==> src/rtl/core/sliding_window_peak_counter_top_defines.svh <==
// assertion macros for the sliding window peak counter
// used by swpc_intake and swpc_scan; no other dependencies
`ifndef SLIDING_WINDOW_PEAK_COUNTER_TOP_DEFINES_SVH
`define SLIDING_WINDOW_PEAK_COUNTER_TOP_DEFINES_SVH

// same-cycle implication, checked outside reset
`define SWPC_ASSERT_NOW(label, clk, rst_n, ante, cons, msg) \
    label: assert property (@(posedge clk) disable iff (!(rst_n)) (ante) |-> (cons)) \
        else $error(msg);

// next-cycle implication, checked outside reset
`define SWPC_ASSERT_NEXT(label, clk, rst_n, ante, cons, msg) \
    label: assert property (@(posedge clk) disable iff (!(rst_n)) (ante) |=> (cons)) \
        else $error(msg);

`endif

==> src/rtl/core/swpc_pkg.sv <==
// shared types, widths and helpers of the sliding window peak counter
// no dependencies; used by every module of the block
package swpc_pkg;

    localparam int SAMPLE_W  = 16;
    localparam int INDEX_W   = 16;
    localparam int WIN_MAX   = 1024;
    localparam int RING_AW   = $clog2(WIN_MAX);
    localparam int COUNT_W   = 10;
    localparam int CFG_W     = 11;
    localparam int OUT_W     = 1 + COUNT_W + INDEX_W + 1;
    localparam int M_TDATA_W = ((OUT_W + 7) / 8) * 8;
    localparam int S_TDATA_W = ((SAMPLE_W + 7) / 8) * 8;

    localparam logic [CFG_W-1:0]   WIN_RESET = CFG_W'(3);
    localparam logic [CFG_W-1:0]   WIN_LO    = CFG_W'(3);
    localparam logic [CFG_W-1:0]   WIN_HI    = CFG_W'(WIN_MAX);
    localparam logic [COUNT_W-1:0] COUNT_CAP = '1;
    localparam logic [INDEX_W-1:0] POS_MAX   = '1;

    // one accepted sample with its precomputed window bookkeeping
    typedef struct packed {
        logic [SAMPLE_W-1:0] sample;
        logic                last;
        logic                skip;   // index range exhausted, sample ignored
        logic                full;   // a full window ends at this sample
        logic [INDEX_W-1:0]  pos;    // 1-based position of the sample
        logic [INDEX_W-1:0]  left;   // 1-based start of the window ending here
    } item_t;

    // peak flag ring write request
    typedef struct packed {
        logic               en;
        logic [RING_AW-1:0] addr;
        logic               data;
    } flag_wr_t;

    // clamp the configured window length into its legal range
    function automatic logic [CFG_W-1:0] clamp_window(input logic [CFG_W-1:0] k);
        logic [CFG_W-1:0] res;
        res = k;
        if (k < WIN_LO) begin
            res = WIN_LO;
        end else if (k > WIN_HI) begin
            res = WIN_HI;
        end
        return res;
    endfunction

endpackage

==> src/rtl/core/swpc_flag_ring.sv <==
// ring of one-bit peak flags with registered read and write forwarding
// depends on swpc_pkg
module swpc_flag_ring (
    input  logic                         aclk,
    input  logic                         rd_en,
    input  logic [swpc_pkg::RING_AW-1:0] rd_addr,
    input  swpc_pkg::flag_wr_t           wr,
    output logic                         rd_data
);

    logic ring_mem [swpc_pkg::WIN_MAX];
    logic rd_data_reg;

    // write port, and read port that sees a write to the same entry
    always_ff @(posedge aclk) begin
        if (wr.en) begin
            ring_mem[wr.addr] <= wr.data;
        end
        if (rd_en) begin
            if (wr.en && (wr.addr == rd_addr)) begin
                rd_data_reg <= wr.data;
            end else begin
                rd_data_reg <= ring_mem[rd_addr];
            end
        end
    end

    assign rd_data = rd_data_reg;

endmodule

==> src/rtl/core/swpc_intake.sv <==
// input register, window length register and sample position counter
// depends on swpc_pkg and the assertion macro header
`include "sliding_window_peak_counter_top_defines.svh"

module swpc_intake (
    input  logic                           aclk,
    input  logic                           aresetn,
    input  logic                           cfg_wr_en,
    input  logic [swpc_pkg::CFG_W-1:0]     cfg_wr_data,
    input  logic                           s_tvalid,
    output logic                           s_tready,
    input  logic [swpc_pkg::S_TDATA_W-1:0] s_tdata,
    input  logic                           s_tlast,
    input  logic                           take,
    output logic                           item_valid,
    output swpc_pkg::item_t                item,
    output logic                           rd_en,
    output logic [swpc_pkg::RING_AW-1:0]   rd_addr
);

    logic [swpc_pkg::CFG_W-1:0]   win_len_reg;
    logic [swpc_pkg::INDEX_W-1:0] pos_reg;
    logic [swpc_pkg::INDEX_W-1:0] pos_next;
    logic                         in_valid_reg;
    logic                         in_valid_next;
    swpc_pkg::item_t              item_reg;
    swpc_pkg::item_t              item_next;
    logic [swpc_pkg::CFG_W-1:0]   k_eff;
    logic [swpc_pkg::INDEX_W-1:0] k_idx;
    logic                         pos_sat;
    logic                         accept;

    assign s_tready = !in_valid_reg || take;
    assign accept   = s_tvalid && s_tready;
    assign k_eff    = swpc_pkg::clamp_window(win_len_reg);
    assign k_idx    = swpc_pkg::INDEX_W'(k_eff);
    assign pos_sat  = (pos_reg == swpc_pkg::POS_MAX);

    // window bookkeeping for the incoming sample
    always_comb begin
        item_next.sample = s_tdata[swpc_pkg::SAMPLE_W-1:0];
        item_next.last   = s_tlast;
        item_next.skip   = pos_sat;
        item_next.pos    = pos_reg + swpc_pkg::INDEX_W'(1);
        item_next.full   = !pos_sat && (item_next.pos >= k_idx);
        item_next.left   = item_next.pos - k_idx + swpc_pkg::INDEX_W'(1);
    end

    // position counter restarts after the last sample of a sequence
    always_comb begin
        pos_next = pos_reg;
        if (accept) begin
            if (s_tlast) begin
                pos_next = '0;
            end else if (!pos_sat) begin
                pos_next = item_next.pos;
            end
        end
    end

    always_comb begin
        in_valid_next = in_valid_reg;
        if (accept) begin
            in_valid_next = 1'b1;
        end else if (take) begin
            in_valid_next = 1'b0;
        end
    end

    // look up the flag that leaves the window for this sample
    assign rd_en   = accept;
    assign rd_addr = item_next.left[swpc_pkg::RING_AW-1:0];

    // control registers
    always_ff @(posedge aclk) begin
        if (!aresetn) begin
            win_len_reg  <= swpc_pkg::WIN_RESET;
            pos_reg      <= '0;
            in_valid_reg <= 1'b0;
        end else begin
            if (cfg_wr_en) begin
                win_len_reg <= cfg_wr_data;
            end
            pos_reg      <= pos_next;
            in_valid_reg <= in_valid_next;
        end
    end

    // payload register
    always_ff @(posedge aclk) begin
        if (accept) begin
            item_reg <= item_next;
        end
    end

    assign item_valid = in_valid_reg;
    assign item       = item_reg;

    `SWPC_ASSERT_NEXT(a_pos_restart, aclk, aresetn, accept && s_tlast, pos_reg == '0,
        "position not restarted after last sample")
    `SWPC_ASSERT_NOW(a_pos_nonzero, aclk, aresetn, in_valid_reg && !item_reg.skip,
        item_reg.pos != '0, "held sample has position zero")
    `SWPC_ASSERT_NOW(a_window_inside, aclk, aresetn, in_valid_reg && item_reg.full,
        (item_reg.left != '0) && (item_reg.left < item_reg.pos),
        "window start not before window end")

endmodule

==> src/rtl/core/swpc_scan.sv <==
// peak detection, window peak count, best window tracking and result register
// depends on swpc_pkg and the assertion macro header
`include "sliding_window_peak_counter_top_defines.svh"

module swpc_scan (
    input  logic                           aclk,
    input  logic                           aresetn,
    input  logic                           item_valid,
    input  swpc_pkg::item_t                item,
    input  logic                           flag_rd,
    output logic                           take,
    output swpc_pkg::flag_wr_t             flag_wr,
    output logic                           m_tvalid,
    input  logic                           m_tready,
    output logic [swpc_pkg::M_TDATA_W-1:0] m_tdata
);

    logic [swpc_pkg::SAMPLE_W-1:0] older_reg, older_next;
    logic [swpc_pkg::SAMPLE_W-1:0] newer_reg, newer_next;
    logic [swpc_pkg::COUNT_W-1:0]  wp_reg, wp_next;
    logic [swpc_pkg::COUNT_W-1:0]  best_reg, best_next;
    logic [swpc_pkg::INDEX_W-1:0]  bstart_reg, bstart_next;
    logic                          seen_reg, seen_next;
    logic                          ovf_reg, ovf_next;
    logic                          out_valid_reg, out_valid_next;
    logic [swpc_pkg::OUT_W-1:0]    out_data_reg, out_data_next;

    logic                          peak;
    logic [swpc_pkg::COUNT_W-1:0]  wp_inc;
    logic [swpc_pkg::COUNT_W-1:0]  wp_dec;
    logic                          res_valid;
    logic [swpc_pkg::COUNT_W-1:0]  res_segments;
    logic [swpc_pkg::INDEX_W-1:0]  res_start;

    // a last sample waits until the result register is free
    assign take = item_valid && (!item.last || !out_valid_reg || m_tready);

    // strict local peak at the previous sample
    assign peak = (item.pos >= swpc_pkg::INDEX_W'(3)) && (older_reg < newer_reg)
                  && (newer_reg > item.sample);

    always_comb begin
        flag_wr.en   = take && !item.skip && (item.pos >= swpc_pkg::INDEX_W'(2));
        flag_wr.addr = swpc_pkg::RING_AW'(item.pos - swpc_pkg::INDEX_W'(1));
        flag_wr.data = peak;
    end

    // count enters with the new peak and leaves with the window start
    assign wp_inc = (peak && (wp_reg != swpc_pkg::COUNT_CAP))
                    ? wp_reg + swpc_pkg::COUNT_W'(1) : wp_reg;
    assign wp_dec = (item.full && flag_rd && (wp_inc != '0))
                    ? wp_inc - swpc_pkg::COUNT_W'(1) : wp_inc;

    // sequence state update
    always_comb begin
        older_next  = older_reg;
        newer_next  = newer_reg;
        wp_next     = wp_reg;
        best_next   = best_reg;
        bstart_next = bstart_reg;
        seen_next   = seen_reg;
        ovf_next    = ovf_reg;
        if (take) begin
            if (item.skip) begin
                ovf_next = 1'b1;
            end else begin
                older_next = newer_reg;
                newer_next = item.sample;
                if (item.pos >= swpc_pkg::INDEX_W'(2)) begin
                    wp_next = wp_inc;
                end
                if (item.full) begin
                    wp_next = wp_dec;
                    if (!seen_reg || (wp_dec > best_reg)) begin
                        best_next   = wp_dec;
                        bstart_next = item.left;
                        seen_next   = 1'b1;
                    end
                end
            end
        end
    end

    // result fields from the updated state
    assign res_valid    = seen_next;
    assign res_segments = seen_next ? best_next + swpc_pkg::COUNT_W'(1) : '0;
    assign res_start    = seen_next ? bstart_next : '0;

    always_comb begin
        out_valid_next = out_valid_reg;
        out_data_next  = out_data_reg;
        if (take && item.last) begin
            out_valid_next = 1'b1;
            out_data_next  = {ovf_next, res_start, res_segments, res_valid};
        end else if (m_tready) begin
            out_valid_next = 1'b0;
        end
    end

    // control and sequence registers, cleared at the end of each sequence
    always_ff @(posedge aclk) begin
        if (!aresetn) begin
            older_reg     <= '0;
            newer_reg     <= '0;
            wp_reg        <= '0;
            best_reg      <= '0;
            bstart_reg    <= '0;
            seen_reg      <= 1'b0;
            ovf_reg       <= 1'b0;
            out_valid_reg <= 1'b0;
        end else begin
            out_valid_reg <= out_valid_next;
            if (take && item.last) begin
                older_reg  <= '0;
                newer_reg  <= '0;
                wp_reg     <= '0;
                best_reg   <= '0;
                bstart_reg <= '0;
                seen_reg   <= 1'b0;
                ovf_reg    <= 1'b0;
            end else begin
                older_reg  <= older_next;
                newer_reg  <= newer_next;
                wp_reg     <= wp_next;
                best_reg   <= best_next;
                bstart_reg <= bstart_next;
                seen_reg   <= seen_next;
                ovf_reg    <= ovf_next;
            end
        end
    end

    // result payload register
    always_ff @(posedge aclk) begin
        out_data_reg <= out_data_next;
    end

    assign m_tvalid = out_valid_reg;
    assign m_tdata  = swpc_pkg::M_TDATA_W'(out_data_reg);

    `SWPC_ASSERT_NEXT(a_seq_cleared, aclk, aresetn, take && item.last,
        (wp_reg == '0) && !seen_reg && !ovf_reg, "sequence state not cleared")
    `SWPC_ASSERT_NOW(a_best_unseen, aclk, aresetn, !seen_reg,
        (best_reg == '0) && (bstart_reg == '0), "best window set without a window")
    `SWPC_ASSERT_NOW(a_invalid_result, aclk, aresetn, out_valid_reg && !out_data_reg[0],
        out_data_reg[swpc_pkg::OUT_W-2:1] == '0, "invalid result carries data")

endmodule

==> src/rtl/core/sliding_window_peak_counter_top.sv <==
// an accepted sample is held in the input register until the scan takes it. throughput: one
// sample per cycle unless a last sample waits for the result register, set by the single flag
// ring read port and the one-stage count update. reset (aresetn low, synchronous) sets the
// window length to 3 and clears the sequence state; the flag ring needs no clearing pass, as
// every entry is written within a sequence before it is read.
// depends on swpc_pkg, swpc_intake, swpc_flag_ring, swpc_scan
module sliding_window_peak_counter_top (
    input  logic                           aclk,
    input  logic                           aresetn,
    input  logic                           cfg_wr_en,
    input  logic [swpc_pkg::CFG_W-1:0]     cfg_wr_data,   // window_length
    input  logic                           s_tvalid,
    output logic                           s_tready,
    input  logic [swpc_pkg::S_TDATA_W-1:0] s_tdata,       // [15:0] sample
    input  logic                           s_tlast,       // last
    output logic                           m_tvalid,
    input  logic                           m_tready,
    // [0] valid_res, [10:1] segments, [26:11] start_index, [27] overflow
    output logic [swpc_pkg::M_TDATA_W-1:0] m_tdata
);

    logic                         take;
    logic                         item_valid;
    swpc_pkg::item_t              item;
    logic                         rd_en;
    logic [swpc_pkg::RING_AW-1:0] rd_addr;
    logic                         flag_rd;
    swpc_pkg::flag_wr_t           flag_wr;

    // sample intake and window bookkeeping
    swpc_intake u_intake (
        .aclk        (aclk),
        .aresetn     (aresetn),
        .cfg_wr_en   (cfg_wr_en),
        .cfg_wr_data (cfg_wr_data),
        .s_tvalid    (s_tvalid),
        .s_tready    (s_tready),
        .s_tdata     (s_tdata),
        .s_tlast     (s_tlast),
        .take        (take),
        .item_valid  (item_valid),
        .item        (item),
        .rd_en       (rd_en),
        .rd_addr     (rd_addr)
    );

    // peak flags of the current window
    swpc_flag_ring u_ring (
        .aclk    (aclk),
        .rd_en   (rd_en),
        .rd_addr (rd_addr),
        .wr      (flag_wr),
        .rd_data (flag_rd)
    );

    // counting and result
    swpc_scan u_scan (
        .aclk       (aclk),
        .aresetn    (aresetn),
        .item_valid (item_valid),
        .item       (item),
        .flag_rd    (flag_rd),
        .take       (take),
        .flag_wr    (flag_wr),
        .m_tvalid   (m_tvalid),
        .m_tready   (m_tready),
        .m_tdata    (m_tdata)
    );

endmodule
==> config.mk <==
export PLATFORM = sky130hd
export DESIGN_NAME = sliding_window_peak_counter_top
export DESIGN_NICKNAME = d
export VERILOG_FILES = /design/src/rtl/core/swpc_pkg.sv /design/src/rtl/core/swpc_flag_ring.sv /design/src/rtl/core/swpc_intake.sv /design/src/rtl/core/swpc_scan.sv /design/src/rtl/core/sliding_window_peak_counter_top.sv
export VERILOG_INCLUDE_DIRS = /design/src /design/src/rtl/core
export SDC_FILE = /design/constraint.sdc
export NUM_CORES = 2
export LEC_CHECK = 0
export ABC_AREA = 1
export BUFFER_PORTS_ARGS = -buffer_cell sky130_fd_sc_hd__buf_2
export CAP_MARGIN = 20
export CORE_MARGIN = 2
export CORE_UTILIZATION = 43
export CTS_CLUSTER_DIAMETER = 120
export CTS_CLUSTER_SIZE = 24
export DETAILED_ROUTE_END_ITERATION = 10
export SLEW_MARGIN = 5
export SYNTH_ARGS = -nofsm -noshare
export SYNTH_HDL_FRONTEND = slang
export SYNTH_SLANG_ARGS = --single-unit
==> constraint.sdc <==
create_clock -name aclk -period 35.8 [get_ports aclk]
set_input_delay 7.16 -clock aclk [delete_from_list [all_inputs] [get_ports aclk]]
set_output_delay 7.16 -clock aclk [all_outputs]
set_load 0.02 [all_outputs]
==> impl_metrics.py <==
metrics = {
    "floorplan": {
        "dieArea_sq_um": 130000,
        "start_util_pct": 43.4,
        "fp-row-count": 130,
        "coreArea_sq_um": 126000,
        "ios": 67,
        "die_h_um": 361,
        "die_x_um": 361,
    },
    "run": {
        "drv_cap": 0,
    },
    "setup_path": {
        "cp_data_arrival_time_ps": 7810,
        "reg2reg_to": "u_scan.out_data_reg[9]",
        "cp_data_required_time_ps": 28640,
        "rr_startpoint": "u_intake.item[38]",
        "end_kind": "output port",
        "critPathKind": "in2out",
        "reg2reg_depth": 36,
        "cp-start-kind": "input port",
        "cp_max_fo": 3,
        "r2r_setup_slack_ps": 29520,
    },
    "clock_tree": {
        "clk_latency_ps": 710,
        "h-tree-depth": 2,
        "clk_pin_slew_ps": 90,
        "cts_resized": 0,
        "clock_path_buffers": 3,
        "cts-root-buf": "clkbuf_16",
        "cts_setup_buffers": 0,
        "cts.sinks": 1203,
        "postCtsHoldBufs": 0,
        "cts_buffers": 56,
        "cts_tree": "yes",
    },
    "synthesis": {
        "avgSynthCellArea_sq_um": 10.3,
        "post_synth_num_cell_types": 54,
        "ys_top_cells_by_count": "nor2_1, edfxtp_1, o21ai_0, clkbuf_1, nand2_1",
        "synth_edf_count": 1104,
        "synth_area_leaders": "edfxtp_1, nor2_1, o21ai_0",
        "seq_area_frac_synth_pct": 64.2,
        "syn_area_sq_um": 54700,
        "synth_top_area_share_pct": 60.6,
        "synth_area_leader_cell": "edfxtp_1",
        "yosys_warnings": 0,
        "yosysMostFrequentCell": "nor2_1",
        "ys.flop_type": "edfxtp_1",
        "postSynthCellCount": 5309,
        "synthArstFlopShare_pct": 0,
        "synth-seq-cells": 1203,
    },
    "place": {
        "dpl.cell_count": 6657,
        "gp_congestion": 0.817,
        "place_area_sq_um": 56200,
        "numPortBuffers": 62,
        "hpwlAfterDp_mm": 79.7,
    },
    "sta": {
        "fin_skew_ps": 28.1,
        "finalHoldViolCount": 0,
        "whs_ps": 462,
        "fmax_ghz": 0.0668,
        "worst_pin_slew_ps": 1100,
        "drv_slew": 0,
        "finalCritPeriodShare_pct": 41.8,
        "period_needed_ps": 14970,
        "setup_viol": 0,
        "rsz0062_at_grt": "no",
        "max-slew-margin-rel_pct": 26.7,
        "setup_tns_ps": 0,
    },
    "grt": {
        "grt_remaining_overflow": 0,
        "grt_pass1_vias": 36800,
        "grt_use_total_pct": 23.0,
        "grt_pass1_wl_mm": 230,
        "grt_max_degree": 272,
        "antenna_found_initial": 5,
    },
    "min_path": {
        "hold_path_class": "reg2reg",
        "hp-start": "u_scan.ovf_reg",
        "holdPathStages": 2,
        "holdPathEnd": "u_scan.ovf_reg",
    },
    "pwr": {
        "power.density_nw_per_um2": 50.6,
        "power.leakage_nw": 18.7,
        "vdd.ir_drop.worst_mv": 0.0462,
    },
    "drt": {
        "drc": 0,
        "dr.pass1.iters": 5,
        "via_count": 39500,
        "initialDrtViolationCount": 4536,
        "post_drt_wl_per_cell_um": 22.7,
        "ant_nets": 0,
        "wirelength_mm": 154,
        "vias_per_cell": 5.84,
    },
    "cells_and_area": {
        "diodes": 0,
        "largest_reg_flops": 1024,
        "fillCellCount": 11800,
        "area.sequential_sq_um": 35100,
        "drive_gt1_share_pct": 6.45,
        "finish.net_count": 5211,
        "final_area_sq_um": 58400,
        "multiInputGateArea_sq_um": 17200,
        "stdcell_count": 6763,
        "area_delta_synth_final_pct": 6.76,
    },
    "run_status": {
        "status": "finished clean",
    },
}
[stage by stage]
step                setup WS [ps]  power, mW  util (%)
global placement            20800       2.24      44.5
CTS                         20820       2.96      45.8
floorplan                   20880       2.05         -
global route                20740       3.08      46.4
detailed placement          20820       2.25      44.6
finish                      20830       2.96      46.4
[report_power, final]
part / total [mW] / internal, mW / leakage, nW / switching (mW)
clock: 0.733 / 0.291 / 0.736 / 0.442
sequential: 1.56 / 1.55 / 11.2 / 0.00582
combinational: 0.664 / 0.184 / 6.75 / 0.480
[cells in the final DEF (no fill, tap or decap), types with 51 or more instances in the layout]
cell and count:
o21ai_0 602, inv_1 165, nand2_2 51, ha_1 80, a21oi_1 111, o221ai_1 195
buf_2 62, o22ai_1 71, dfxtp_1 99, nor2_1 1699, nand3_1 205, buf_4 70
clkbuf_16 56, nand2_1 264, edfxtp_1 1104
[cell type report]
| type | instances | share of cell area (%) |
|---|---|---|
| clock inverter | 4 | 0.0836 |
| tap | 1650 | 3.54 |
| sequential | 1203 | 60.2 |
| inverter | 183 | 1.22 |
| timing repair buffer | 167 | 2.96 |
| clock buffer | 76 | 2.53 |
| multi-input combinational | 3480 | 29.5 |
[routing by layer]
metal | share of wire, % | track usage [%]
met1 | 42 | 31.4
met5 | 0.018 | 0
met4 | 3.0 | 6.80
met2 | 47 | 38.3
met3 | 8.2 | 3.18
[worst max-delay path by stage]
| stage | from | endpoint | slack (ps) |
|---|---|---|---|
| finish | m_tready | s_tready | 20830 |
| global route | m_tready | s_tready | 20740 |
| CTS | m_tready | s_tready | 20820 |
| detailed placement | m_tready | s_tready | 20820 |
| global placement | m_tready | s_tready | 20800 |
| floorplan | u_intake.item[50] | u_ring.ring_mem[0] | 20880 |
[logic make-up after synthesis]
family	count (synthesis)	synth area share, %
XOR/XNOR	41	0.657
other	1	0.00686
AND/OR/NAND/NOR	2292	16.8
multiplexers	17	0.311
AO/OA/AOI/OAI	1039	11.3
adder cells (fa/ha/maj)	87	2.06
flip-flops	1203	64.2
buffers and inverters	629	4.59
[worst max-delay path: stages]
cell and delay, ps:
buf_2 100, nor2_1 180, nand3_1 160, buf_2 200
Power figures use the tool's default switching activity.
